### src/rtl/core/dpni_queue.sv
// Small job queue that decouples the front end from the back end.
`default_nettype none

module dpni_queue #(
	parameter int WIDTH = 8,
	parameter int DEPTH = 4
) (
	input  wire logic             clk,
	input  wire logic             arst_n,
	input  wire logic             clear,
	input  wire logic             push,
	input  wire logic [WIDTH-1:0] push_data,
	input  wire logic             pop,
	output logic      [WIDTH-1:0] pop_data,
	output logic                  full,
	output logic                  empty
);

	localparam int PTR_W = (DEPTH > 1) ? $clog2(DEPTH) : 1;
	localparam int CNT_W = $clog2(DEPTH + 1);

	logic [WIDTH-1:0] slot_q [DEPTH];
	logic [PTR_W-1:0] wr_ptr_q;
	logic [PTR_W-1:0] rd_ptr_q;
	logic [CNT_W-1:0] count_q;

	assign full     = (count_q == CNT_W'(DEPTH));
	assign empty    = (count_q == '0);
	assign pop_data = slot_q[rd_ptr_q];

	// Storage slots.
	always_ff @(posedge clk) begin
		if (push) begin
			slot_q[wr_ptr_q] <= push_data;
		end
	end

	// Pointers and fill count.
	always_ff @(posedge clk or negedge arst_n) begin
		if (!arst_n) begin
			wr_ptr_q <= '0;
			rd_ptr_q <= '0;
			count_q  <= '0;
		end else if (clear) begin
			wr_ptr_q <= '0;
			rd_ptr_q <= '0;
			count_q  <= '0;
		end else begin
			if (push) begin
				wr_ptr_q <= (wr_ptr_q == PTR_W'(DEPTH - 1)) ? '0 : wr_ptr_q + 1'b1;
			end
			if (pop) begin
				rd_ptr_q <= (rd_ptr_q == PTR_W'(DEPTH - 1)) ? '0 : rd_ptr_q + 1'b1;
			end
			if (push && !pop) begin
				count_q <= count_q + 1'b1;
			end else if (pop && !push) begin
				count_q <= count_q - 1'b1;
			end
		end
	end

endmodule

`default_nettype wire

### config.mk
export PLATFORM = sky130hd
export DESIGN_NAME = dpni_queue
export DESIGN_NICKNAME = d
export VERILOG_FILES = /design/src/rtl/core/dpni_queue.sv
export SDC_FILE = /design/constraint.sdc
export NUM_CORES = 1
export LEC_CHECK = 0
export BUFFER_PORTS_ARGS = -buffer_cell sky130_fd_sc_hd__buf_2
export CORE_UTILIZATION = 40
export DETAILED_ROUTE_END_ITERATION = 12
export GPL_ROUTABILITY_DRIVEN = 0
export HOLD_SLACK_MARGIN = 0.12
export SETUP_SLACK_MARGIN = 0.2
export SLEW_MARGIN = 20
export SYNTH_ARGS = -nofsm -noshare
export SYNTH_HDL_FRONTEND = slang
export SYNTH_SLANG_ARGS = --single-unit
### constraint.sdc
create_clock -name clk -period 1.8 [get_ports clk]
set_input_delay 0.45 -clock clk [delete_from_list [all_inputs] [get_ports clk]]
set_output_delay 0.45 -clock clk [all_outputs]
set_load 0.02 [all_outputs]
======== Word level (Yosys, flattened, before mapping) ========
Memories as Yosys holds them, arrays and structs flattened.
Index checks and enable logic that the tools add are counted.
W data, S select, Z words.
storage, ports and cells
  input bits .............................. 13
  bits in writable memories ............... 32
  bits in registers ....................... 7
  word-level logic and storage cells ...... 30
  memories kept ........................... 1
memory list
  memory  words  width  rd ports  clocked after Yosys merged registers in  wr ports  line  source
  slot_q  4      8      1         0                                        1         22    logic [WIDTH-1:0] slot_q [DEPTH];
operators by class
  reductions and logical operators ........ 8
  muxes and demuxes ....................... 11
  equality and inequality tests ........... 3
  add/subtract/negate cells ............... 4
operators by type and width
  kind                   number
  $mux W2                6
  $mux W3                3
  $add A2 B1 Y2 const B  2
  $eq A2 B2 Y1 const B   2
  $reduce_bool A2 Y1     2
  $add A3 B1 Y3 const B  1
  $eq A3 B3 Y1 const B   1
  $logic_not A3 Y1       1
  $reduce_bool A3 Y1     1
  $sub A3 B1 Y3 const B  1
  $logic_and A1 B1 Y1    2
  $logic_not A1 Y1       2
  $mux W1                2

======== Longest topological paths before layout ========
  depth after elaboration ................. 5
  gate-level depth with buffers ........... 7
  mapped depth without buffers ............ 6

======== Worst setup path before layout ========
OpenSTA, ideal clock, no wires.
  path kind ............................... input -> register
  start ................................... input push
  end ..................................... register count_q[2]
  setup time .............................. 0.126 ns
  cell stages on the path ................. 7
  buffers on the path ..................... 1
  path slack .............................. 0.180 ns
  data arrival time ....................... 1.495 ns
  path through ............................ buf_6 > inv_1 > nor2_1 > fa_1 > and3b_1 > nor3_1 > nor3b_2
on the way
  word-level cells in the longest chain between the ends .. 3
  elaborated cells between the ends (all ways) .. 6
  classes of those cells .................. mux: 2; reduce/logical: 4
RTL lines
  item                                                     line    source
  start, declared                                          11      input wire logic push,
  $logic_and A1 B1 Y1 or $logic_not A1 Y1 (tied branches)  55, 57
  $mux W3 or $logic_and A1 B1 Y1 (tied branches)           55, 57
  $mux W3 or $reduce_bool A3 Y1 (tied branches)            --
  end signal, assigned                                     56      count_q <= count_q + 1'b1;
  end signal, assigned                                     58      count_q <= count_q - 1'b1;
  end, declared                                            25      logic [CNT_W-1:0] count_q;
Several ways; a longest one is shown, not always the timed one.
A chain may end at the register's enable or synchronous reset.

======== Final worst setup path ========
  start ................................... register rd_ptr_q[0]
  end ..................................... output pop_data[3]
on the way
  word-level cells in the longest chain between the ends .. 1
RTL lines
  item                    line  source
  start, declared         24    logic [PTR_W-1:0] rd_ptr_q;
  start signal, assigned  53    rd_ptr_q <= (rd_ptr_q == PTR_W'(DEPTH - 1)) ? '0 : rd_ptr_q + 1'b1;
  $mem_v2 Z4 W8           --
  end, declared           14    output logic [WIDTH-1:0] pop_data,
No other way between the ends.

==> key figures <==
Outcome
  • Status: finished with violations
  • Failing checks: setup timing

Floorplan
  • Io pins: 23
  • Cell Rows: 22
  • Core area: 3800 um2
  • Die Ht: 66.2 um
  • Die width: 66.2 um
  • Initial Util: 43.4%
  • Die area: ~4400 um2

Finish
  • Utilization after layout: 52.5%
  • Nets: 140
  • Fillcell total: 326
  • Layout cells sized above 1: a little over two fifths
  • Finished Layout Cells: 170
  • Syn-to-layout area delta: 20.9%
  • Final instance area: 1990 um2
  • Antenna Cells: 0

STA
  • Worst Skew: 3.59 ps
  • RSZ-0062 raised after global routing: true
  • Fin crit period: around 1900 ps
  • TNS Setup: -836 ps
  • Fmax: 521 MHz
  • Final setup vio count: 8
  • Slew margin rel.: 83.5%
  • Final Hold Vio Count: 0
  • Worst setup margin: -120 ps
  • Max Slew Vio Count: 0
  • Worst Max-Slew Pin Slew: 248 ps
  • Final worst-path cycle share: 107%

Detailed routing
  • DR WL/cell: around 15 um
  • DRT iter0 DRCs: 57
  • Vias/cell: 4.87
  • Routed Wire Length: 2530 um
  • Vias: between 800 and 900
  • DRT Pass-1 Iters: 4
  • Antenna-violating nets left: 0
  • Post-route DRC violation count: 0

Clocking
  • Clock buffer depth: 2
  • Clock tree from TritonCTS: done
  • Clock-pin slew on the worst setup and hold paths: 70 ps
  • Worst skew pair latency: between 200 and 300 ps
  • CTS root buf: clkbuf_8
  • TritonCTS buffer count: 5
  • CTS Sinks: 39
  • H-Tree Depth: 2

Placed design
  • Pre-CTS setup slack: ~160 ps
  • Post-DP Area: 1820 um2
  • Total placed cells including tap cells: 159
  • Post-DP HPWL: 1780 um
  • Port buffer count: 22

Global routing
  • GRT Total Usage: ~14%
  • Largest net degree at the start of global routing: 13
  • Total gr overflow: 0
  • Vias in the first global route: between 900 and 1,000
  • Initial antenna violation count: 0
  • First-pass GRT wire length: 4400 um

Logic synthesis
  • Syn. warnings: 0
  • Syn Area/Cell: 18.5 um2
  • Area of the mapped netlist: 1650 um2
  • Synthesized netlist cell count: 89
  • #FFs+latches synth: 39
  • Syn_nets: 108
  • Seq/Total Area, Yosys: 68.9%
  • Cell variety after synth: 22

Critical path
  • Crit path kind: flop to output pin
  • Most frequent CP cell: buf_6
  • CP Cell Sequence: buf_6, mux4_2, buf_6
  • Crit path arrival time: 1470 ps
  • Crit. End Element: output pin
  • WP data required: 1350 ps
  • Crit-path max cell delay: about 510 ps
  • Worst setup SP type: flop
  • Worst-path maximum fanout: 5
  • Crit-path slowest cell: mux4_2

Power
  • VDD IR-drop max: 0.534 mV
  • Pwr Density: 962 nW/um2
  • Pleak: 0.000756 uW

Job
  • Max-cap viol count: 0

Min path
  • Worst hold path class: input pin to flop
[per-layer routing]
layer	global-route usage (%)	wire, um	vias up
met5	0	0	-
met4	3.19	17	0
met3	3.62	72	2
met2	25.3	1360	14
met1	16.5	1080	416
li1	-	-	396
[critical path: cells and delay by family (launching register included)]
family                 cells  cell delay, ps
multiplexers               1             510
flip-flops                 1             380
buffers and inverters      2             300
[per-stage QoR]
stage	total power, uW	hold slack (ps)
floorplan	1250	154
global placement	1330	295
detailed placement	1340	299
global route	2010	383
finish	1920	390
CTS	1940	381
[cells in the final DEF, fill, tap and decap left out, types with 2 or more instances in the layout]
master / instances
and2_2: 4
buf_2: 14
buf_4: 4
buf_6: 10
clkbuf_8: 5
dfrtp_1: 6
edfxtp_1: 32
ha_1: 5
inv_1: 4
mux2i_1: 3
mux4_2: 8
nor2_1: 8
nor3b_2: 2
[report_power, final]
group / total (uW) / switching, uW / internal [uW]
sequential: 1050 / 27.7 / 1020
combinational: 312 / 153 / 159
clock: 553 / 283 / 271
[cells by family (layout without fill, tap and decap cells)]
family,count (synthesis),count (layout),share of synthesized area [%]
xor gates and xnor gates,2,2,2.20
adders and majority gates,6,6,5.01
and+or+nand+nor,19,19,6.83
muxes,11,11,12.7
AOI/OAI and AO/OA,3,3,1.06
DFF,39,39,68.9
buffers and inverters,9,42,3.26
[cells in the mapped netlist]
library cell	n	share of area (%)
buf_6	2	1.4
and3b_1	1	0.53
nor3b_2	1	0.76
nor3_1	2	0.61
fa_1	1	1.2
nor2_1	8	1.8
inv_1	5	1.1
dfrtp_1	7	11
mux4_2	8	11
edfxtp_1	32	58
ha_1	5	3.8
buf_2	1	0.30
o21ai_1	1	0.30
buf_4	1	0.46
mux2i_1	3	1.8
a211oi_1	1	0.46
and3_1	1	0.38
a21oi_1	1	0.30
xnor2_1	1	0.53
nor3b_1	2	0.91
xor2_4	1	1.7
and2_2	4	1.8
[path summary, 6_finish.rpt]
path	slack [ps]	startpoint	to	depth (start not counted)
max in group asynchronous	1090	arst_n	rd_ptr_q[1]	2
max	-120	rd_ptr_q[0]	pop_data[3]	3
min	390	push_data[3]	slot_q[3][3]	1
max reg2reg	320	count_q[0]	count_q[2]	5
min in group asynchronous	540	arst_n	count_q[0]	2
min reg2reg	590	wr_ptr_q[1]	wr_ptr_q[1]	2
[registers in the layout (all words and copies together) (netlist names)]
register	flops
slot_q	32
rd_ptr_q	2
wr_ptr_q	2
count_q	3
[layout make-up]
class | count | area, um2 | area share, %
Tap cell | 48 | 60.1 | 3.01
Timing Repair Buffer | 29 | 223 | 11.2
Inverter | 5 | 18.8 | 0.942
Sequential cell | 39 | 1140 | 57.1
Clock inverter | 2 | 12.5 | 0.628
Clock buffer | 6 | 72.6 | 3.64
Multi-Input combinational cell | 41 | 469 | 23.5
[timing repair]
action / CTS / global route
resized for setup: 18 / 2
endpoints found under the setup margin: 8 / 10
hold buffers: 1 / 0
gates cloned: 0 / 0
buffers inserted: 1 / 1
hold endpoints to repair: 7 / 0
Note: power is estimated with default switching activity, not from simulation.
