[src/rtl/core/dpni_pkg.sv]
// Shared constants for the dead pixel neighbour interpolator.
`default_nettype none

package dpni_pkg;

	// Default build parameters.
	localparam int MAX_COLS_DEF   = 128;
	localparam int PIXEL_BITS_DEF = 16;

	// Configuration register file layout.
	localparam int CFG_IDX_W  = 2;
	localparam int CFG_DATA_W = 10;
	localparam int ROWS_W     = 10;
	localparam int COLS_REG_W = 8;

	// Register indexes.
	localparam logic [CFG_IDX_W-1:0] REG_FRAME_ROWS = 2'd0;
	localparam logic [CFG_IDX_W-1:0] REG_FRAME_COLS = 2'd1;

	// Register reset values.
	localparam logic [ROWS_W-1:0]     FRAME_ROWS_RST = 10'd80;
	localparam logic [COLS_REG_W-1:0] FRAME_COLS_RST = 8'd80;

	// Width wide enough to compare a column register against any column limit.
	localparam int COLS_CMP_W = 11;

	// Depth of the job queue between the front and back ends.
	localparam int QUEUE_DEPTH = 4;

	// Width of the neighbour count (zero to eight).
	localparam int CNT_W = 4;

endpackage

`default_nettype wire

[src/rtl/core/dpni_front.sv]
// Front end: accepts pixels, writes the history store and queues output jobs.
`default_nettype none

module dpni_front #(
	parameter int MAX_COLS   = dpni_pkg::MAX_COLS_DEF,
	parameter int PIXEL_BITS = dpni_pkg::PIXEL_BITS_DEF,
	parameter int AW         = 9
) (
	input  wire logic                                clk,
	input  wire logic                                arst_n,
	input  wire logic                                restart,
	input  wire logic [dpni_pkg::ROWS_W-1:0]         rows,
	input  wire logic [$clog2(MAX_COLS+1)-1:0]       cols,
	input  wire logic                                pix_valid,
	output logic                                     pix_stall,
	input  wire logic signed [PIXEL_BITS-1:0]        pixel_in,
	input  wire logic                                flush,
	input  wire logic                                q_full,
	output logic                                     q_push,
	output logic      [AW:0]                         q_data,
	output logic                                     mem_we,
	output logic      [AW-1:0]                       mem_waddr,
	output logic      [PIXEL_BITS-1:0]               mem_wdata
);

	localparam int CNW  = $clog2(MAX_COLS + 1);
	localparam int CIW  = $clog2(MAX_COLS);
	localparam int PW   = $clog2(MAX_COLS + 3);

	logic [AW-1:0]                   wp_q;
	logic [PW-1:0]                   pending_q;
	logic [dpni_pkg::ROWS_W-1:0]     in_row_q;
	logic [CIW-1:0]                  in_col_q;
	logic                            emitted_q;

	logic          accept;
	logic          at_start;
	logic          drain;
	logic          write;
	logic [PW-1:0] pend_inc;
	logic [PW-1:0] cols_p1;
	logic          emit_wr;
	logic          emit_dr;
	logic [AW-1:0] base;
	logic          last_col;

	// Item classification.
	always_comb begin
		accept   = pix_valid && !q_full;
		at_start = (in_row_q == '0) && (in_col_q == '0);
		drain    = accept && flush && at_start;
		write    = accept && !(flush && at_start);
		pend_inc = pending_q + 1'b1;
		cols_p1  = PW'(cols) + 1'b1;
		emit_wr  = write && (pend_inc > cols_p1);
		emit_dr  = drain && (pending_q != '0);
		last_col = (CNW'(in_col_q) == cols - 1'b1);
		if (drain) begin
			base = wp_q - AW'(pending_q);
		end else begin
			base = wp_q + 1'b1 - AW'(pend_inc);
		end
	end

	assign pix_stall = q_full;
	assign q_push    = emit_wr || emit_dr;
	assign q_data    = {!emitted_q, base};
	assign mem_we    = write;
	assign mem_waddr = wp_q;
	assign mem_wdata = flush ? '0 : pixel_in;

	// Input position, write pointer and pending count.
	always_ff @(posedge clk or negedge arst_n) begin
		if (!arst_n) begin
			wp_q      <= '0;
			pending_q <= '0;
			in_row_q  <= '0;
			in_col_q  <= '0;
			emitted_q <= 1'b0;
		end else if (restart) begin
			pending_q <= '0;
			in_row_q  <= '0;
			in_col_q  <= '0;
			emitted_q <= 1'b0;
		end else begin
			if (q_push) begin
				emitted_q <= 1'b1;
			end
			if (emit_dr) begin
				pending_q <= pending_q - 1'b1;
			end
			if (write) begin
				wp_q <= wp_q + 1'b1;
				if (!emit_wr) begin
					pending_q <= pend_inc;
				end
				if (last_col) begin
					in_col_q <= '0;
					in_row_q <= (in_row_q == rows - 1'b1) ? '0 : in_row_q + 1'b1;
				end else begin
					in_col_q <= in_col_q + 1'b1;
				end
			end
		end
	end

endmodule

`default_nettype wire

[config.mk]
export PLATFORM = sky130hd
export DESIGN_NAME = dpni_front
export DESIGN_NICKNAME = d
export VERILOG_FILES = /design/src/rtl/core/dpni_pkg.sv /design/src/rtl/core/dpni_front.sv
export SDC_FILE = /design/constraint.sdc
export NUM_CORES = 1
export LEC_CHECK = 0
export ABC_AREA = 0
export BUFFER_PORTS_ARGS = -buffer_cell sky130_fd_sc_hd__buf_2
export CORE_MARGIN = 2
export CORE_UTILIZATION = 40
export CTS_BUF_LIST = sky130_fd_sc_hd__clkbuf_2 sky130_fd_sc_hd__clkbuf_4 sky130_fd_sc_hd__clkbuf_8
export CTS_CLUSTER_DIAMETER = 120
export DETAILED_ROUTE_END_ITERATION = 8
export PLACE_DENSITY = 0.63
export SYNTH_ARGS = -nofsm -noshare
export SYNTH_HDL_FRONTEND = slang
export SYNTH_SLANG_ARGS = --single-unit
export TNS_END_PERCENT = 10
[constraint.sdc]
create_clock -name clk -period 3.8 [get_ports clk]
set_input_delay 0.57 -clock clk [delete_from_list [all_inputs] [get_ports clk]]
set_output_delay 0.57 -clock clk [all_outputs]
set_load 0.1 [all_outputs]
---- Word level (Yosys, flattened, before mapping) ----
Index checks and enable logic that the tools add are counted.
storage, ports and cells
  register bits after elaboration ......... 35
  input bits .............................. 40
  output and inout port bits .............. 38
  word-level logic and storage cells ...... 54
cells by class
  add/subtract/negate cells ............... 10
  order comparisons ....................... 1
  equal/unequal tests ..................... 2
  multiplexer cells ....................... 15
  bitwise logic cells ..................... 1
  reduce and logical (&&, ||, !) cells .... 20
operator list
  kind                                                number
  2-to-1 mux 10 bit                                   4
  2-to-1 mux 8 bit                                    4
  2-to-1 mux 7 bit                                    3
  subtractor 9 x 8 -> 9 bit                           2
  adder 8 x 1 -> 8 bit, second input constant         2
  2-to-1 mux 16 bit                                   1
  subtractor 8 x 1 -> 8 bit, second input constant    2
  adder 10 x 1 -> 10 bit, second input constant       1
  equality test 10 bit                                1
  zero test 10 bit                                    1
  subtractor 10 x 1 -> 10 bit, second input constant  1
  adder 9 x 1 -> 9 bit, second input constant         1
  2-to-1 mux 9 bit                                    1
  equality test 7 x 8 -> 1 bit                        1
  > comparator 8 bit                                  1
  logical AND 1 bit                                   8
  nonzero test 8 bit                                  1
  adder 7 x 1 -> 7 bit, second input constant         1
  zero test 7 bit                                     1
  nonzero test 2 bit                                  3
  AND reduction 2 bit                                 2
  zero test 1 bit                                     3
  2-to-1 mux 1 bit                                    2
  logical OR 1 bit                                    1
  NOT 1 bit                                           1

---- Depth between registers and ports, before layout ----
  word-level depth ........................ 9
  depth in mapped cells ................... 14
  gate-level depth less buffers ........... 13

---- Least setup slack after synthesis ----
Ideal clock, no wire load.
  path type ............................... register -> output
  start point ............................. reg wp_q[0] (netlist: mem_waddr[0])
  end point ............................... out q_data[6]
  data arrival time ....................... 5508 ps
  required time ........................... 3230 ps
  slack ................................... -2278 ps
  cell stages (with the launch flop) ...... 10
  path buffers ............................ 0
  cells stage by stage .................... dfrtp_1 -> inv_1 -> ha_1 -> fa_1 -> nor2b_1 -> o21ai_0 -> a21boi_0 -> o21a_1 -> nor3_1 -> o41ai_1
on the way
  longest elaborated chain between the ends .. 3
  elaborated cells on any way between the ends .. 4
  those cells by class .................... add/sub: 3; mux: 1
ends and longest elaborated chain
  element                    line              source
  start: declaration         dpni_front.sv:30  logic [AW-1:0] wp_q;
  start signal: assignment   dpni_front.sv:93  wp_q <= wp_q + 1'b1;
  adder 9 x 1 -> 9 bit       dpni_front.sv:61  base = wp_q + 1'b1 - AW'(pend_inc);
  subtractor 9 x 8 -> 9 bit  dpni_front.sv:61
  2-to-1 mux 9 bit *         dpni_front.sv:58  if (drain) begin
  end: declaration           dpni_front.sv:20  output logic [AW:0] q_data,
Every way passes the cells marked *; elsewhere a longest branch is shown, timed or not.

---- Final worst setup path ----
  start point ............................. reg pending_q[1]
  end point ............................... out q_data[7]
on the way
  longest elaborated chain between the ends .. 3
  elaborated cells on any way between the ends .. 4
  those cells by class .................... add/sub: 3; mux: 1
ends and longest elaborated chain
  element                    line              source
  start: declaration         dpni_front.sv:31  logic [PW-1:0] pending_q;
  start signal: assignment   dpni_front.sv:90  pending_q <= pending_q - 1'b1;
  start signal: assignment   dpni_front.sv:95  pending_q <= pend_inc;
  adder 8 x 1 -> 8 bit       dpni_front.sv:53  pend_inc = pending_q + 1'b1;
  subtractor 9 x 8 -> 9 bit  dpni_front.sv:61
  2-to-1 mux 9 bit *         dpni_front.sv:58
Marks and branches as above.

==> metrics.txt <==
1st-iter DRT viols=260; Layout Utilization=0.530; #FFs+latches synth=35; leakage=0.00216 uW; DIE WIDTH=102 um; placed cell count=676; Pwr Density=816 nW/um2; worst-path fanout max=6; critical-path cell list=inv_2 -> ha_4 -> buf_4 -> inv_1 -> ha_1 -> nor2b_1 -> o21ai_0 -> nand2b_1 -> a31oi_2 -> maj3_1 -> maj3_1 -> xor2_1 -> o21ai_4 -> buf_12; CTS Buf Count=5; count leader, synth=xnor2_1; via count=3684; Finished Layout Cells=696; status=finished, violations left; Skew-Pair Late Insertion Delay=0.30 ns; Mapped Nets=547; CTS tree=done; Peak VDD IR=0.823 mV; most used cell, CP=maj3_1; Placer Congestion=0.905; GRT Total Usage=0.201; min-delay worst type=primary input to asynchronous set/reset pin; synthesized area=3830 um2; Final Hold Viols=0; initial antenna violation count=0; worst-case clock buffer depth=2; P&R area growth vs syn=28.4%; worst setup margin=-0.0354 ns; total core area=9280 um2; Cells after Synth=474; vias in the first global route=3622; IO Count=78; dominant cells by area after synthesis=dfrtp_1, ha_1, xnor2_1, xor2_1, nor2b_1; Post-synth EDFFs=0; clk slew on worst S/H paths=0.09 ns; Final Slew Violations=0; critical path class=flip-flop to primary output; share of the synthesized area in the top cell type=0.229; Clock Skew=0.00804 ns; Final Cycle Share=1.01; first-pass GRT wire length=16800 um; post-route minimum period=3.84 ns; row count=35; WP data required=3.23 ns; count of buffers from port buffering=77; # diodes=0; startpoint types=flip-flop; root buf cell=clkbuf_8; Worst R2R Start=pending_q[3]; Max Freq=261 MHz; worst slack at placement=0.000670 ns; worst slew pin tran=0.838 ns; synth warn=0; sequential-to-total area share from yosys stat=0.229; synth cell count leaders=xnor2_1, dfrtp_1, nor2_1; critical path capture point type=primary output; Avg WL per Cell=15.0 um; first drt pass iteration count=4; Slowest-stage cell, CP=dfrtp_2; DR vias/cell=5.29; setup violation total in the final timing report=1; largest net degree at the start of global routing=36; Congestion Overflow GR=0; unrepaired setup endpoints after global routing=true; Syn Area/Cell=8.08 um2; nets@finish=639; CTS H-tree lvls=2; Die ar.=10400 um2; failing checks=negative setup slack; post-route ant nets=0; Yosys top cell by area=dfrtp_1; ys async rst share=1.00; die height=102 um; Sink Count=35; wirelength, routed=10400 um; Unique masters post-synth=63; initial core utilization=0.413; CP max stage delay=0.47 ns; max_slew headroom=0.432; critical path data arrival time=3.27 ns; share of cells above drive strength 1=0.272; DRC Markers=0; Setup crit start=pending_q[1]; MaxCap Viol Count=0; HPWL Detailed=8010 um; top_reg_cell synth=dfrtp_1
-- layout make-up --
type / count / area (um2)
Clock buffer: 6 / 82.6
Clock inverter: 2 / 16.3
Fill cell: 877 / 4370
Inverter: 35 / 131
Multi-Input combinational cell: 387 / 2940
Sequential cell: 35 / 888
Tap cell: 129 / 161
Timing Repair Buffer: 102 / 697
-- final timing paths --
path | endpoint | slack (ns) | cells after the start
min in group clk | emitted_q | 0.52 | 1
worst max register to register | pending_q[4] | 0.66 | 11
max in group asynchronous | mem_waddr[0] | 2.85 | 1
worst min-delay path | mem_waddr[6] | 0.35 | 1
worst min register to register | emitted_q | 0.52 | 1
worst max-delay path | q_data[7] | -0.04 | 14
-- through the flow --
step                      power, uW  setup TNS, ns  instance area (um2)  hold slack, ns
after floorplan                2640         -0.167                 3900           0.274
after global placement         3440              0                 4580           0.497
after detailed placement       3480              0                 4580           0.494
after CTS                      3900       -0.00388                 4800           0.401
after global routing           4200         -0.227                 4920           0.439
final                          4010        -0.0354                 4920           0.352
-- worst max-delay path: cells and delay by family (launching register included) --
kind | cells | cell delay (ns)
AND/OR/NAND/NOR | 2 | 0.27
adder cells (fa/ha/maj) | 4 | 1.26
XOR/XNOR | 1 | 0.17
AO/OA/AOI/OAI | 3 | 0.37
flip-flops | 1 | 0.47
buffers and inverters | 4 | 0.43
-- flip-flops by register name, indices dropped and copies added (netlist names) --
register	cells
in_row_q	10
mem_waddr	9
pending_q	8
in_col_q	7
emitted_q	1
-- cell usage in the layout (no fill, tap or decap), drive strengths merged, types with 3 or more instances in the layout --
cell    netlist  routed
buf           6     102
and3          9       9
clkbuf       11       6
o21ai        28      28
a22o          7       7
nor3         12      12
or3          11      11
nor2         36      36
mux2          3       3
nor3b         3       3
mux2i         6       6
xnor2        45      45
nand4         8       8
o21a          5       5
nand2        32      32
a31oi         3       3
or4           3       3
xor2         21      21
dfrtp        35      35
nand2b       12      12
nand3b        4       4
ha           31      31
a21o          3       3
nor2b        25      25
nor4b         3       3
o31ai         3       3
a21oi        20      20
maj3          3       3
nand3        21      21
inv          34      34
nor4          4       4
-- power breakdown --
| group | leakage (uW) | switching, uW | internal, uW |
|---|---|---|---|
| clock | 0.0000474 | 161 | 148 |
| sequential | 0.000470 | 60.6 | 416 |
| combinational | 0.00164 | 2050 | 1170 |
-- timing repair --
action,CTS,global route
hold endpoints to repair,0,0
setup endpoints to repair,2,2
gates resized for setup,17,16
hold buffers,0,0
pin swaps,3,14
buffers inserted,6,6
-- metal layers --
| layer | up-vias | wire (um) | track usage | part of all wire |
|---|---|---|---|---|
| li1 | 1834 | - | - | - |
| met2 | 70 | 5310 | 0.354 | 0.51 |
| met5 | - | 0 | 0 | 0 |
| met3 | 20 | 300 | 0.0239 | 0.029 |
| met4 | 0 | 209 | 0.0646 | 0.020 |
| met1 | 1760 | 4600 | 0.258 | 0.44 |
-- kinds of logic (layout without fill, tap and decap cells) --
| kind of cell | count (synthesis) | after routing | synth area share |
|---|---|---|---|
| simple gates | 187 | 187 | 0.261 |
| compound gates | 89 | 89 | 0.154 |
| xor+xnor | 66 | 66 | 0.156 |
| buf+inv | 52 | 145 | 0.0559 |
| fa+ha+maj | 36 | 36 | 0.120 |
| flops | 35 | 35 | 0.229 |
| mux | 9 | 9 | 0.0255 |
No activity file was read; power rests on OpenSTA's default activity.
