==> src/rtl/core/dpni_pkg.sv <==
// Shared constants for the dead pixel neighbour interpolator.
`default_nettype none

package dpni_pkg;

	// Default build parameters.
	localparam int MAX_COLS_DEF   = 128;
	localparam int PIXEL_BITS_DEF = 16;

	// Configuration register file layout.
	localparam int CFG_IDX_W  = 2;
	localparam int CFG_DATA_W = 10;
	localparam int ROWS_W     = 10;
	localparam int COLS_REG_W = 8;

	// Register indexes.
	localparam logic [CFG_IDX_W-1:0] REG_FRAME_ROWS = 2'd0;
	localparam logic [CFG_IDX_W-1:0] REG_FRAME_COLS = 2'd1;

	// Register reset values.
	localparam logic [ROWS_W-1:0]     FRAME_ROWS_RST = 10'd80;
	localparam logic [COLS_REG_W-1:0] FRAME_COLS_RST = 8'd80;

	// Width wide enough to compare a column register against any column limit.
	localparam int COLS_CMP_W = 11;

	// Depth of the job queue between the front and back ends.
	localparam int QUEUE_DEPTH = 4;

	// Width of the neighbour count (zero to eight).
	localparam int CNT_W = 4;

endpackage

`default_nettype wire

==> src/rtl/core/dpni_div.sv <==
// Iterative divider of a neighbour sum by a small count, eight bits per cycle.
`default_nettype none

module dpni_div #(
	parameter int DW = 19
) (
	input  wire logic                          clk,
	input  wire logic                          arst_n,
	input  wire logic                          start,
	input  wire logic [DW-1:0]                 dividend,
	input  wire logic [dpni_pkg::CNT_W-1:0]    divisor,
	output logic                               done,
	output logic      [DW-1:0]                 quotient
);

	localparam int STEP  = 8;
	localparam int NIT   = (DW + STEP - 1) / STEP;
	localparam int PADW  = NIT * STEP;
	localparam int ITW   = $clog2(NIT + 1);
	localparam int CW    = dpni_pkg::CNT_W;

	logic [PADW-1:0] dvd_q;
	logic [CW-1:0]   rem_q;
	logic [CW-1:0]   div_q;
	logic [ITW-1:0]  iter_q;
	logic            busy_q;
	logic            done_q;

	logic [PADW-1:0] dvd_n;
	logic [CW:0]     rem_n;

	// Eight restoring steps on the narrow remainder.
	always_comb begin
		dvd_n = dvd_q;
		rem_n = {1'b0, rem_q};
		for (int i = 0; i < STEP; i++) begin
			rem_n = {rem_n[CW-1:0], dvd_n[PADW-1]};
			dvd_n = {dvd_n[PADW-2:0], 1'b0};
			if (rem_n >= {1'b0, div_q}) begin
				rem_n    = rem_n - {1'b0, div_q};
				dvd_n[0] = 1'b1;
			end
		end
	end

	assign done     = done_q;
	assign quotient = dvd_q[DW-1:0];

	// Iteration control.
	always_ff @(posedge clk or negedge arst_n) begin
		if (!arst_n) begin
			busy_q <= 1'b0;
			done_q <= 1'b0;
			iter_q <= '0;
		end else begin
			done_q <= 1'b0;
			if (start) begin
				busy_q <= 1'b1;
				iter_q <= '0;
			end else if (busy_q) begin
				iter_q <= iter_q + 1'b1;
				if (iter_q == ITW'(NIT - 1)) begin
					busy_q <= 1'b0;
					done_q <= 1'b1;
				end
			end
		end
	end

	// Datapath registers.
	always_ff @(posedge clk) begin
		if (start) begin
			dvd_q <= PADW'(dividend);
			rem_q <= '0;
			div_q <= divisor;
		end else if (busy_q) begin
			dvd_q <= dvd_n;
			rem_q <= rem_n[CW-1:0];
		end
	end

endmodule

`default_nettype wire

==> src/rtl/core/dpni_back.sv <==
// Back end: builds the 3x3 window from the store, averages and drives results.
`default_nettype none

module dpni_back #(
	parameter int MAX_COLS   = dpni_pkg::MAX_COLS_DEF,
	parameter int PIXEL_BITS = dpni_pkg::PIXEL_BITS_DEF,
	parameter int AW         = 9
) (
	input  wire logic                             clk,
	input  wire logic                             arst_n,
	input  wire logic                             restart,
	input  wire logic [dpni_pkg::ROWS_W-1:0]      rows,
	input  wire logic [$clog2(MAX_COLS+1)-1:0]    cols,
	input  wire logic                             q_empty,
	output logic                                  q_pop,
	input  wire logic [AW:0]                      q_data,
	output logic                                  mem_re,
	output logic      [AW-1:0]                    mem_raddr,
	input  wire logic [PIXEL_BITS-1:0]            mem_rdata,
	output logic                                  res_valid,
	input  wire logic                             res_stall,
	output logic signed [PIXEL_BITS-1:0]          pixel_out,
	output logic                                  corrected,
	output logic                                  last_of_frame
);

	localparam int CNW = $clog2(MAX_COLS + 1);
	localparam int CIW = $clog2(MAX_COLS);
	localparam int PB  = PIXEL_BITS;
	localparam int SW  = PIXEL_BITS + 3;
	localparam int CW  = dpni_pkg::CNT_W;

	localparam logic [2:0] ST_IDLE = 3'd0;
	localparam logic [2:0] ST_READ = 3'd1;
	localparam logic [2:0] ST_SUM  = 3'd2;
	localparam logic [2:0] ST_DIV  = 3'd3;
	localparam logic [2:0] ST_OUT  = 3'd4;

	localparam logic [1:0] RK_TOP = 2'd0;
	localparam logic [1:0] RK_MID = 2'd1;
	localparam logic [1:0] RK_BOT = 2'd2;

	logic [2:0]                  state_q;
	logic [AW-1:0]               col_pos_q;
	logic                        more_q;
	logic                        issuing_q;
	logic [1:0]                  rk_q;
	logic                        rv_s1;
	logic [1:0]                  rk_s1;
	logic                        last_s1;
	logic [PB-1:0]               top_q;
	logic [PB-1:0]               mid_q;
	logic [PB-1:0]               win_q [3][3];
	logic [dpni_pkg::ROWS_W-1:0] out_row_q;
	logic [CIW-1:0]              out_col_q;
	logic [PB-1:0]               center_q;
	logic                        need_div_q;
	logic                        res_valid_q;
	logic [PB-1:0]               pixel_out_q;
	logic                        corrected_q;
	logic                        last_q;

	logic [AW-1:0] ofs;
	logic          top_m;
	logic          bot_m;
	logic          left_m;
	logic          right_m;
	logic [SW-1:0] sum_c;
	logic [CW-1:0] cnt_c;
	logic          need_div_c;
	logic          div_start;
	logic          div_done;
	logic [SW-1:0] quot;
	logic          out_free;
	logic          at_last;

	// Read address: one column of the window, top to bottom.
	always_comb begin
		case (rk_q)
			RK_TOP:  ofs = '0 - AW'(cols);
			RK_MID:  ofs = '0;
			RK_BOT:  ofs = AW'(cols);
			default: ofs = '0;
		endcase
	end

	assign q_pop     = (state_q == ST_IDLE) && !q_empty;
	assign mem_re    = (state_q == ST_READ) && issuing_q;
	assign mem_raddr = col_pos_q + ofs;

	// Border masks and the sum of strictly positive neighbours.
	always_comb begin
		top_m   = (out_row_q == '0);
		bot_m   = (out_row_q == rows - 1'b1);
		left_m  = (out_col_q == '0);
		right_m = (CNW'(out_col_q) == cols - 1'b1);
		at_last = bot_m && right_m;
		sum_c   = '0;
		cnt_c   = '0;
		for (int r = 0; r < 3; r++) begin
			for (int c = 0; c < 3; c++) begin
				if (!(r == 1 && c == 1) &&
				    !(r == 0 && top_m) && !(r == 2 && bot_m) &&
				    !(c == 0 && left_m) && !(c == 2 && right_m) &&
				    !win_q[r][c][PB-1] && (win_q[r][c] != '0)) begin
					sum_c = sum_c + SW'(win_q[r][c]);
					cnt_c = cnt_c + 1'b1;
				end
			end
		end
		need_div_c = (win_q[1][1] == '0) && (cnt_c != '0);
	end

	assign div_start = (state_q == ST_SUM) && need_div_c;

	dpni_div #(
		.DW (SW)
	) u_div (
		.clk      (clk),
		.arst_n   (arst_n),
		.start    (div_start),
		.dividend (sum_c),
		.divisor  (cnt_c),
		.done     (div_done),
		.quotient (quot)
	);

	assign out_free      = !res_valid_q || !res_stall;
	assign res_valid     = res_valid_q;
	assign pixel_out     = pixel_out_q;
	assign corrected     = corrected_q;
	assign last_of_frame = last_q;

	// Sequencer for reads, arithmetic and result hand-off.
	always_ff @(posedge clk or negedge arst_n) begin
		if (!arst_n) begin
			state_q     <= ST_IDLE;
			more_q      <= 1'b0;
			issuing_q   <= 1'b0;
			rk_q        <= RK_TOP;
			rv_s1       <= 1'b0;
			rk_s1       <= RK_TOP;
			last_s1     <= 1'b0;
			out_row_q   <= '0;
			out_col_q   <= '0;
			res_valid_q <= 1'b0;
		end else begin
			rv_s1   <= mem_re;
			rk_s1   <= rk_q;
			last_s1 <= !more_q && (rk_q == RK_BOT);
			if (res_valid_q && !res_stall) begin
				res_valid_q <= 1'b0;
			end
			if (restart) begin
				out_row_q <= '0;
				out_col_q <= '0;
			end
			case (state_q)
				ST_IDLE: begin
					if (q_pop) begin
						more_q    <= q_data[AW];
						col_pos_q <= q_data[AW] ? q_data[AW-1:0] : q_data[AW-1:0] + 1'b1;
						rk_q      <= RK_TOP;
						issuing_q <= 1'b1;
						state_q   <= ST_READ;
					end
				end
				ST_READ: begin
					if (issuing_q) begin
						if (rk_q == RK_BOT) begin
							rk_q <= RK_TOP;
							if (more_q) begin
								more_q    <= 1'b0;
								col_pos_q <= col_pos_q + 1'b1;
							end else begin
								issuing_q <= 1'b0;
							end
						end else begin
							rk_q <= rk_q + 1'b1;
						end
					end
					if (rv_s1 && (rk_s1 == RK_BOT) && last_s1) begin
						state_q <= ST_SUM;
					end
				end
				ST_SUM: begin
					state_q <= need_div_c ? ST_DIV : ST_OUT;
				end
				ST_DIV: begin
					if (div_done) begin
						state_q <= ST_OUT;
					end
				end
				ST_OUT: begin
					if (out_free) begin
						res_valid_q <= 1'b1;
						if (right_m) begin
							out_col_q <= '0;
							out_row_q <= bot_m ? '0 : out_row_q + 1'b1;
						end else begin
							out_col_q <= out_col_q + 1'b1;
						end
						state_q <= ST_IDLE;
					end
				end
				default: begin
					state_q <= ST_IDLE;
				end
			endcase
		end
	end

	// Window columns and result payload.
	always_ff @(posedge clk) begin
		if (rv_s1) begin
			case (rk_s1)
				RK_TOP: top_q <= mem_rdata;
				RK_MID: mid_q <= mem_rdata;
				RK_BOT: begin
					for (int r = 0; r < 3; r++) begin
						win_q[r][0] <= win_q[r][1];
						win_q[r][1] <= win_q[r][2];
					end
					win_q[0][2] <= top_q;
					win_q[1][2] <= mid_q;
					win_q[2][2] <= mem_rdata;
				end
				default: top_q <= top_q;
			endcase
		end
		if (state_q == ST_SUM) begin
			center_q   <= win_q[1][1];
			need_div_q <= need_div_c;
		end
		if ((state_q == ST_OUT) && out_free) begin
			pixel_out_q <= need_div_q ? quot[PB-1:0] : center_q;
			corrected_q <= need_div_q;
			last_q      <= at_last;
		end
	end

endmodule

`default_nettype wire

==> config.mk <==
export PLATFORM = sky130hd
export DESIGN_NAME = dpni_back
export DESIGN_NICKNAME = d
export VERILOG_FILES = /design/src/rtl/core/dpni_pkg.sv /design/src/rtl/core/dpni_div.sv /design/src/rtl/core/dpni_back.sv
export SDC_FILE = /design/constraint.sdc
export NUM_CORES = 1
export LEC_CHECK = 0
export BUFFER_PORTS_ARGS = -buffer_cell sky130_fd_sc_hd__buf_4
export CELL_PAD_IN_SITES_DETAIL_PLACEMENT = 0
export CELL_PAD_IN_SITES_GLOBAL_PLACEMENT = 1
export CORE_UTILIZATION = 40
export DETAILED_ROUTE_END_ITERATION = 7
export GPL_ROUTABILITY_DRIVEN = 0
export PLACE_DENSITY_LB_ADDON = 0.25
export SLEW_MARGIN = 10
export SYNTH_ARGS = -nofsm -noshare
export SYNTH_HDL_FRONTEND = slang
export SYNTH_SLANG_ARGS = --single-unit
==> constraint.sdc <==
create_clock -name clk -period 14.2 [get_ports clk]
set_input_delay 1.42 -clock clk [delete_from_list [all_inputs] [get_ports clk]]
set_output_delay 1.42 -clock clk [all_outputs]
set_load 0.02 [all_outputs]
Word-level counts from Yosys, hierarchy flattened
Memories as Yosys holds them, arrays and structs flattened.
Index checks and enable logic that the tools add are counted.
- add/sub/neg operators: 32
- $mul: 0
- divide/modulo/power cells: 0
- $lt $le $gt $ge: 8
- equal/unequal tests: 17
- shifts and indexed selects: 0
- mux-type cells: 84
- bitwise gates (word level): 0
- reduce and logical (&&, ||, !) cells: 71
- operators with widths (operator ; number):
    $mux 19 ; 9
    $reduce_bool 16->1 ; 8
    $add 19x16->19 ; 6
    $mux 4 ; 15
    $mux 10 ; 5
    $mux 9 ; 5
    $ge 5x4->1 ; 8
    $pmux 9 s2 ; 2
    $mux 16 ; 2
    $sub 4x4->4 ; 8
    $logic_and 1x1->1 ; 30
    $mux 1 ; 28
    $mux 7 ; 4
    $add 4x1->4 const B ; 6
    $add 9x1->9 const B ; 2
    $add 16x16->17 ; 1
    $logic_not 1->1 ; 16
    $logic_not 16->1 ; 1
    $mux 3 ; 5
    $pmux 3 s5 ; 1
    $add 10x1->10 const B ; 1
    $eq 10x10->1 ; 1
    $logic_not 10->1 ; 1
    $mux 2 ; 5
    other kinds (27) ; 42
- register bits after elaboration: 141
- latch bits: 0
- memory bits (writable): 144
- memory bits (read-only): 0
- output and inout port bits: 30
- word-level logic and storage cells: 238
- memories: 1
- memory list (name ; depth ; width ; rd ports ; clocked after Yosys merged registers in ; write ports ; line ; text):
    win_q ; 3 ; 48 ; 3 ; 0 ; 3 ; dpni_back.sv:53 ; logic [PB-1:0] win_q [3][3];

Logic depth before layout (Yosys ltp)
- word-level depth: 24
- gate-level depth with buffers: 66
- mapped depth without buffers: 64

Hierarchy
A second synthesis with hierarchy kept.
- cell total of the unflattened synthesis: 2094
- area, all modules: 21340.5 um^2
- by module, submodules not included (module ; times used ; cells each ; area an instance (um^2) ; seq. area each (um^2)):
    dpni_back ; 1 ; 1725 ; 17797.1 ; 7332.0
    dpni_div ; 1 ; 369 ; 3543.4 ; 970.9

Least setup slack after synthesis
Ideal clock, no wire load.
- kind: register to register
- start point: reg u_div.div_q[1]
- end point: reg u_div.rem_q[0]
- library setup time: 0.079 ns
- data arrival time: 12.037 ns
- required time: 14.121 ns
- path slack: 2.083 ns
- cell stages (with the launch flop): 55
- path buffers: 1
- clock period less this slack: 12.117 ns
- path through: edfxtp_1 -> inv_1 -> ha_1 -> a31o_1 -> a21oi_1 -> mux2i_1 -> ha_1 -> o21ai_0 -> a21oi_1 -> nor4_4 -> mux2_2 -> ha_1 -> o21ai_0 -> o21bai_1 -> a211oi_1 -> mux2i_1 -> clkbuf_1 -> nor2_1 -> (+19 left out) -> a21oi_1 -> o211ai_2 -> a21oi_1 -> ha_1 -> a21oi_1 -> o21bai_1 -> a21oi_1 -> nand2_1 -> o21ai_0 -> inv_1 -> ha_1 -> nor2b_1 -> o21ai_0 -> inv_1 -> o21ai_0 -> o2111ai_1 -> mux2_2 -> a211oi_2
- longest elaborated chain between the ends: 16
- RTL lines (what ; line ; text):
    start, declared ; dpni_div.sv:24 ; logic [CW-1:0] div_q;
    start signal, assigned ; dpni_div.sv:75 ; div_q <= divisor;
    $sub 4x4->4 / $ge 5x4->1 (equally long branches) ; dpni_div.sv:40, dpni_div.sv:39 ;
    $mux 4 ; dpni_div.sv:39 ; if (rem_n >= {1'b0, div_q}) begin
    $sub 4x4->4 / $ge 5x4->1 (equally long branches) ; dpni_div.sv:40, dpni_div.sv:39 ;
    $mux 4 ; dpni_div.sv:39 ;
    $sub 4x4->4 / $ge 5x4->1 (equally long branches) ; dpni_div.sv:40, dpni_div.sv:39 ;
    $mux 4 ; dpni_div.sv:39 ;
    $ge 5x4->1 / $sub 4x4->4 (equally long branches) ; dpni_div.sv:39, dpni_div.sv:40 ;
    $mux 4 ; dpni_div.sv:39 ;
    $sub 4x4->4 / $ge 5x4->1 (equally long branches) ; dpni_div.sv:40, dpni_div.sv:39 ;
    $mux 4 ; dpni_div.sv:39 ;
    $sub 4x4->4 / $ge 5x4->1 (equally long branches) ; dpni_div.sv:40, dpni_div.sv:39 ;
    $mux 4 ; dpni_div.sv:39 ;
    $sub 4x4->4 / $ge 5x4->1 (equally long branches) ; dpni_div.sv:40, dpni_div.sv:39 ;
    $mux 4 ; dpni_div.sv:39 ;
    $ge 5x4->1 * ; dpni_div.sv:39 ;
    $mux 4 * ; dpni_div.sv:39 ;
    end signal, assigned ; dpni_div.sv:78 ; rem_q <= rem_n[CW-1:0];
    end, declared ; dpni_div.sv:23 ; logic [CW-1:0] rem_q;
Mark *: on every way between the ends. The rest lies on a longest branch, timed or not.
A chain may end at the register's enable or synchronous reset.

Worst setup path after layout
- start point: reg u_div.div_q[0]
- end point: reg u_div.rem_q[0]
- longest elaborated chain between the ends: 16
- RTL lines (what ; line):
    $sub 4x4->4 / $ge 5x4->1 (equally long branches) ; dpni_div.sv:40, dpni_div.sv:39
    $mux 4 ; dpni_div.sv:39
    $sub 4x4->4 / $ge 5x4->1 (equally long branches) ; dpni_div.sv:40, dpni_div.sv:39
    $mux 4 ; dpni_div.sv:39
    $sub 4x4->4 / $ge 5x4->1 (equally long branches) ; dpni_div.sv:40, dpni_div.sv:39
    $mux 4 ; dpni_div.sv:39
    $sub 4x4->4 / $ge 5x4->1 (equally long branches) ; dpni_div.sv:40, dpni_div.sv:39
    $mux 4 ; dpni_div.sv:39
    $ge 5x4->1 / $sub 4x4->4 (equally long branches) ; dpni_div.sv:39, dpni_div.sv:40
    $mux 4 ; dpni_div.sv:39
    $sub 4x4->4 / $ge 5x4->1 (equally long branches) ; dpni_div.sv:40, dpni_div.sv:39
    $mux 4 ; dpni_div.sv:39
    $sub 4x4->4 / $ge 5x4->1 (equally long branches) ; dpni_div.sv:40, dpni_div.sv:39
    $mux 4 ; dpni_div.sv:39
    $ge 5x4->1 ; dpni_div.sv:39
    $mux 4 * ; dpni_div.sv:39
Marks and branches as above.

==> results.json <==
{
  "status": "completed",
  "syn-num-nets": 2294,
  "drv_slew": 0,
  "finalInstanceArea_mm2": 0.0233,
  "worst_skew_pair.late_latency_ns": 0.56,
  "hp-class": "reg -> reg",
  "critPathRequiredTime_ns": 14.67,
  "min_period_ns": 13.05,
  "synth_top_family_by_area": "compound AO/OA/AOI/OAI gates",
  "setup_viol": 0,
  "min_period_over_period": 0.919,
  "cap_violations": 0,
  "io_pins": 79,
  "clk_pin_slew_ns": 0.06,
  "synthTopCellsByCount": "edfxtp_1 (243), ha_1 (178), nor2_1 (171)",
  "synth.most_common_cell": "edfxtp_1",
  "skew_ns": 0.0257,
  "synthXorXnorAreaFrac": 0.0662,
  "final_core_util": 0.461,
  "finalHoldViolCount": 0,
  "critPathKind": "reg -> reg",
  "async_flop_share": 0.116,
  "antenna_cells": 0,
  "die_w_um": 229,
  "core_mm2": 0.0506,
  "wl_per_cell_um": 21.1,
  "grt_overflow": 0,
  "endpoint_kind": "flop",
  "tritoncts": "built",
  "drive_gt1_frac": 0.128,
  "drc": 0,
  "clk_path_buf_depth": 3,
  "drt-vias-per-instance": 5.74,
  "slowest_delay_ns": 0.57,
  "crit_top_cell": "a21oi_1",
  "grt_usage": 0.225,
  "grt_start_max_net_pins": 76,
  "relSlewSlack": 0.324,
  "routed_wirelength_mm": 59.9,
  "initial_core_util": 0.409,
  "grt_pass1_wl_mm": 90.6,
  "max_slew.worst_pin.slew_ns": 1.01,
  "yosys_warnings": 0,
  "critPathTopFamily": "compound AO/OA/AOI/OAI gates",
  "synth_cell_types": 100,
  "ys_seq_area_frac": 0.401,
  "crit_fanout": 12,
  "die_h_um": 229,
  "synth-compound-area-share": 0.171,
  "drtIter0Drc": 1293,
  "fin_nets": 2387,
  "fill_cells": 4716,
  "dp_cells": 2776,
  "yosys.area_share.simple": 0.155,
  "netlist_instances": 2051,
  "dieArea_mm2": 0.0526,
  "cts_buffers": 35,
  "cts_hold_buf": 0,
  "yosysTopAreaCell": "edfxtp_1",
  "dp.final_hpwl_mm": 47.0,
  "power_density_mw_per_mm2": 267,
  "port_buffers": 78,
  "synth_top_cells_by_area": "edfxtp_1 (35%), ha_1 (11%), xnor2_1 (4.3%), dfrtp_1 (4.0%), a21oi_1 (3.3%)",
  "antenna_left": 0,
  "slowest_stage": "edfxtp_1",
  "start_kind": "flop",
  "fmax_ghz": 0.0766,
  "whs_ns": 0.404,
  "num_rows": 82,
  "final_cells": 2843,
  "placed_area_mm2": 0.0221,
  "ys.flop_type": "edfxtp_1",
  "grt_antenna_before_repair": 1,
  "max-vdd-ir-drop_uv": 740,
  "synth-adder-area-share": 0.123,
  "clockRootBuffer": "clkbuf_16",
  "grt_pass1_vias": 15400,
  "synth-seq-cells": 285,
  "cts_max_level": 2,
  "syn_to_final_growth_pct": 12.8,
  "synth_top_area_share": 0.353,
  "clock_sinks": 285,
  "synth.cell_area_mm2": 0.0207,
  "avgSynthCellArea_um2": 10.1,
  "via_count": 16300,
  "synth_mux_area_frac": 0.0526,
  "worstPathArrival_ns": 13.52,
  "synth_edf_count": 243,
  "dr.pass1.iters": 5,
  "worst-path-buf-inv": 5,
  "leakagePower_nw": 9.35
}
-- stage by stage --
| stage | total power, mW | setup WS [ns] | TNS [ns] |
|---|---|---|---|
| after floorplan | 4.36 | 2.08 | 0 |
| after global placement | 5.22 | 1.20 | 0 |
| after detailed placement | 5.25 | 0.706 | 0 |
| after CTS | 6.20 | 0.641 | 0 |
| after global routing | 6.69 | -0.00893 | -0.00893 |
| final | 6.23 | 1.15 | 0 |
-- path summary, 6_finish.rpt --
check / startpoint / to / slack [ns] / cells past startpoint
setup / recovery: u_div.div_q[0]$_DFFE_PP_ / u_div.rem_q[0]$_SDFFE_PP0P_ / 1.15 / 54
setup reg to reg: u_div.div_q[0]$_DFFE_PP_ / u_div.rem_q[0]$_SDFFE_PP0P_ / 1.15 / 54
max in group asynchronous: arst_n / u_div.iter_q[1]$_DFFE_PN0P_ / 12.95 / 1
min in group asynchronous: arst_n / out_col_q[1]$_DFF_PN0_ / 0.85 / 1
hold reg to reg: mid_q[8]$_DFFE_PP_ / win_q[0][56]$_DFFE_PP_ / 0.40 / 0
hold / removal: mid_q[8]$_DFFE_PP_ / win_q[0][56]$_DFFE_PP_ / 0.40 / 0
-- power by group --
group / internal, mW / switching [mW]
Clock: 0.538 / 0.370
Sequential: 1.12 / 0.109
Combinational: 1.79 / 2.30
-- what timing repair did --
item                       in CTS  in global routing
setup endpoints to repair       0                  5
setup buffers                   0                  3
resized for setup               0                  2
-- final cells by class --
cell class | instances | area, µm² | share of cell area
Multi-Input combinational cell | 1600 | 11800 | 0.505
Sequential cell | 285 | 8300 | 0.356
Clock buffer | 47 | 1000 | 0.0430
Tap cell | 672 | 841 | 0.0360
Timing Repair Buffer | 105 | 788 | 0.0338
Inverter | 117 | 439 | 0.0188
Clock inverter | 17 | 171 | 0.00735
-- flip-flops by register name (all words and copies together) (netlist names), 3 cells and up --
register,cells
u_div.dvd_q,24
pixel_out,16
center_q,16
top_q,16
col_pos_q,9
mid_q,16
win_q,144
out_row_q,10
u_div.rem_q,4
out_col_q,7
state_q,3
u_div.div_q,4
-- per-layer routing --
metal | vias up | part of all wire | global-route usage
li1 | 7858 | - | -
met1 | 7886 | 0.46 | 0.313
met2 | 476 | 0.44 | 0.348
met3 | 90 | 0.070 | 0.0428
met4 | 2 | 0.029 | 0.0752
met5 | - | 0.00020 | 0
-- cells by family (layout without fill, tap and decap cells) --
logic type,Yosys count,after routing
fa+ha+maj,194,194
compound gates,528,528
buf+inv,166,286
flops,285,285
mux,97,97
simple gates,627,627
xor+xnor,153,153
other cells,1,1
-- worst register-to-register path: cells and delay by family, from the launching register on --
| family | cells | cell delay, ns |
|---|---|---|
| buffers and inverters | 5 | 0.63 |
| AOI/OAI and AO/OA | 29 | 6.23 |
| DFF | 1 | 0.57 |
| adders and majority gates | 8 | 2.52 |
| and+or+nand+nor | 5 | 0.72 |
| muxes | 7 | 2.33 |
-- placed cells by master, fill, tap and decap left out, types with 29 or more instances in the layout --
master     synthesis  layout
dfrtp_1           33      33
buf_4              2     105
nand2_1          126     126
nand3_1           56      56
and3_1            31      31
xor2_1            49      49
nor3_1            42      42
clkbuf_16          0      36
nor4_1            36      36
inv_1            116     116
mux2i_1           36      34
ha_1             178     178
nand2b_1          29      29
edfxtp_1         243     243
xnor2_1          101     101
a21o_1            35      35
nor2_1           171     170
o21ai_0          118     118
mux2_2            56      56
a21oi_1          137     136
(Power assumes the default switching activity.)
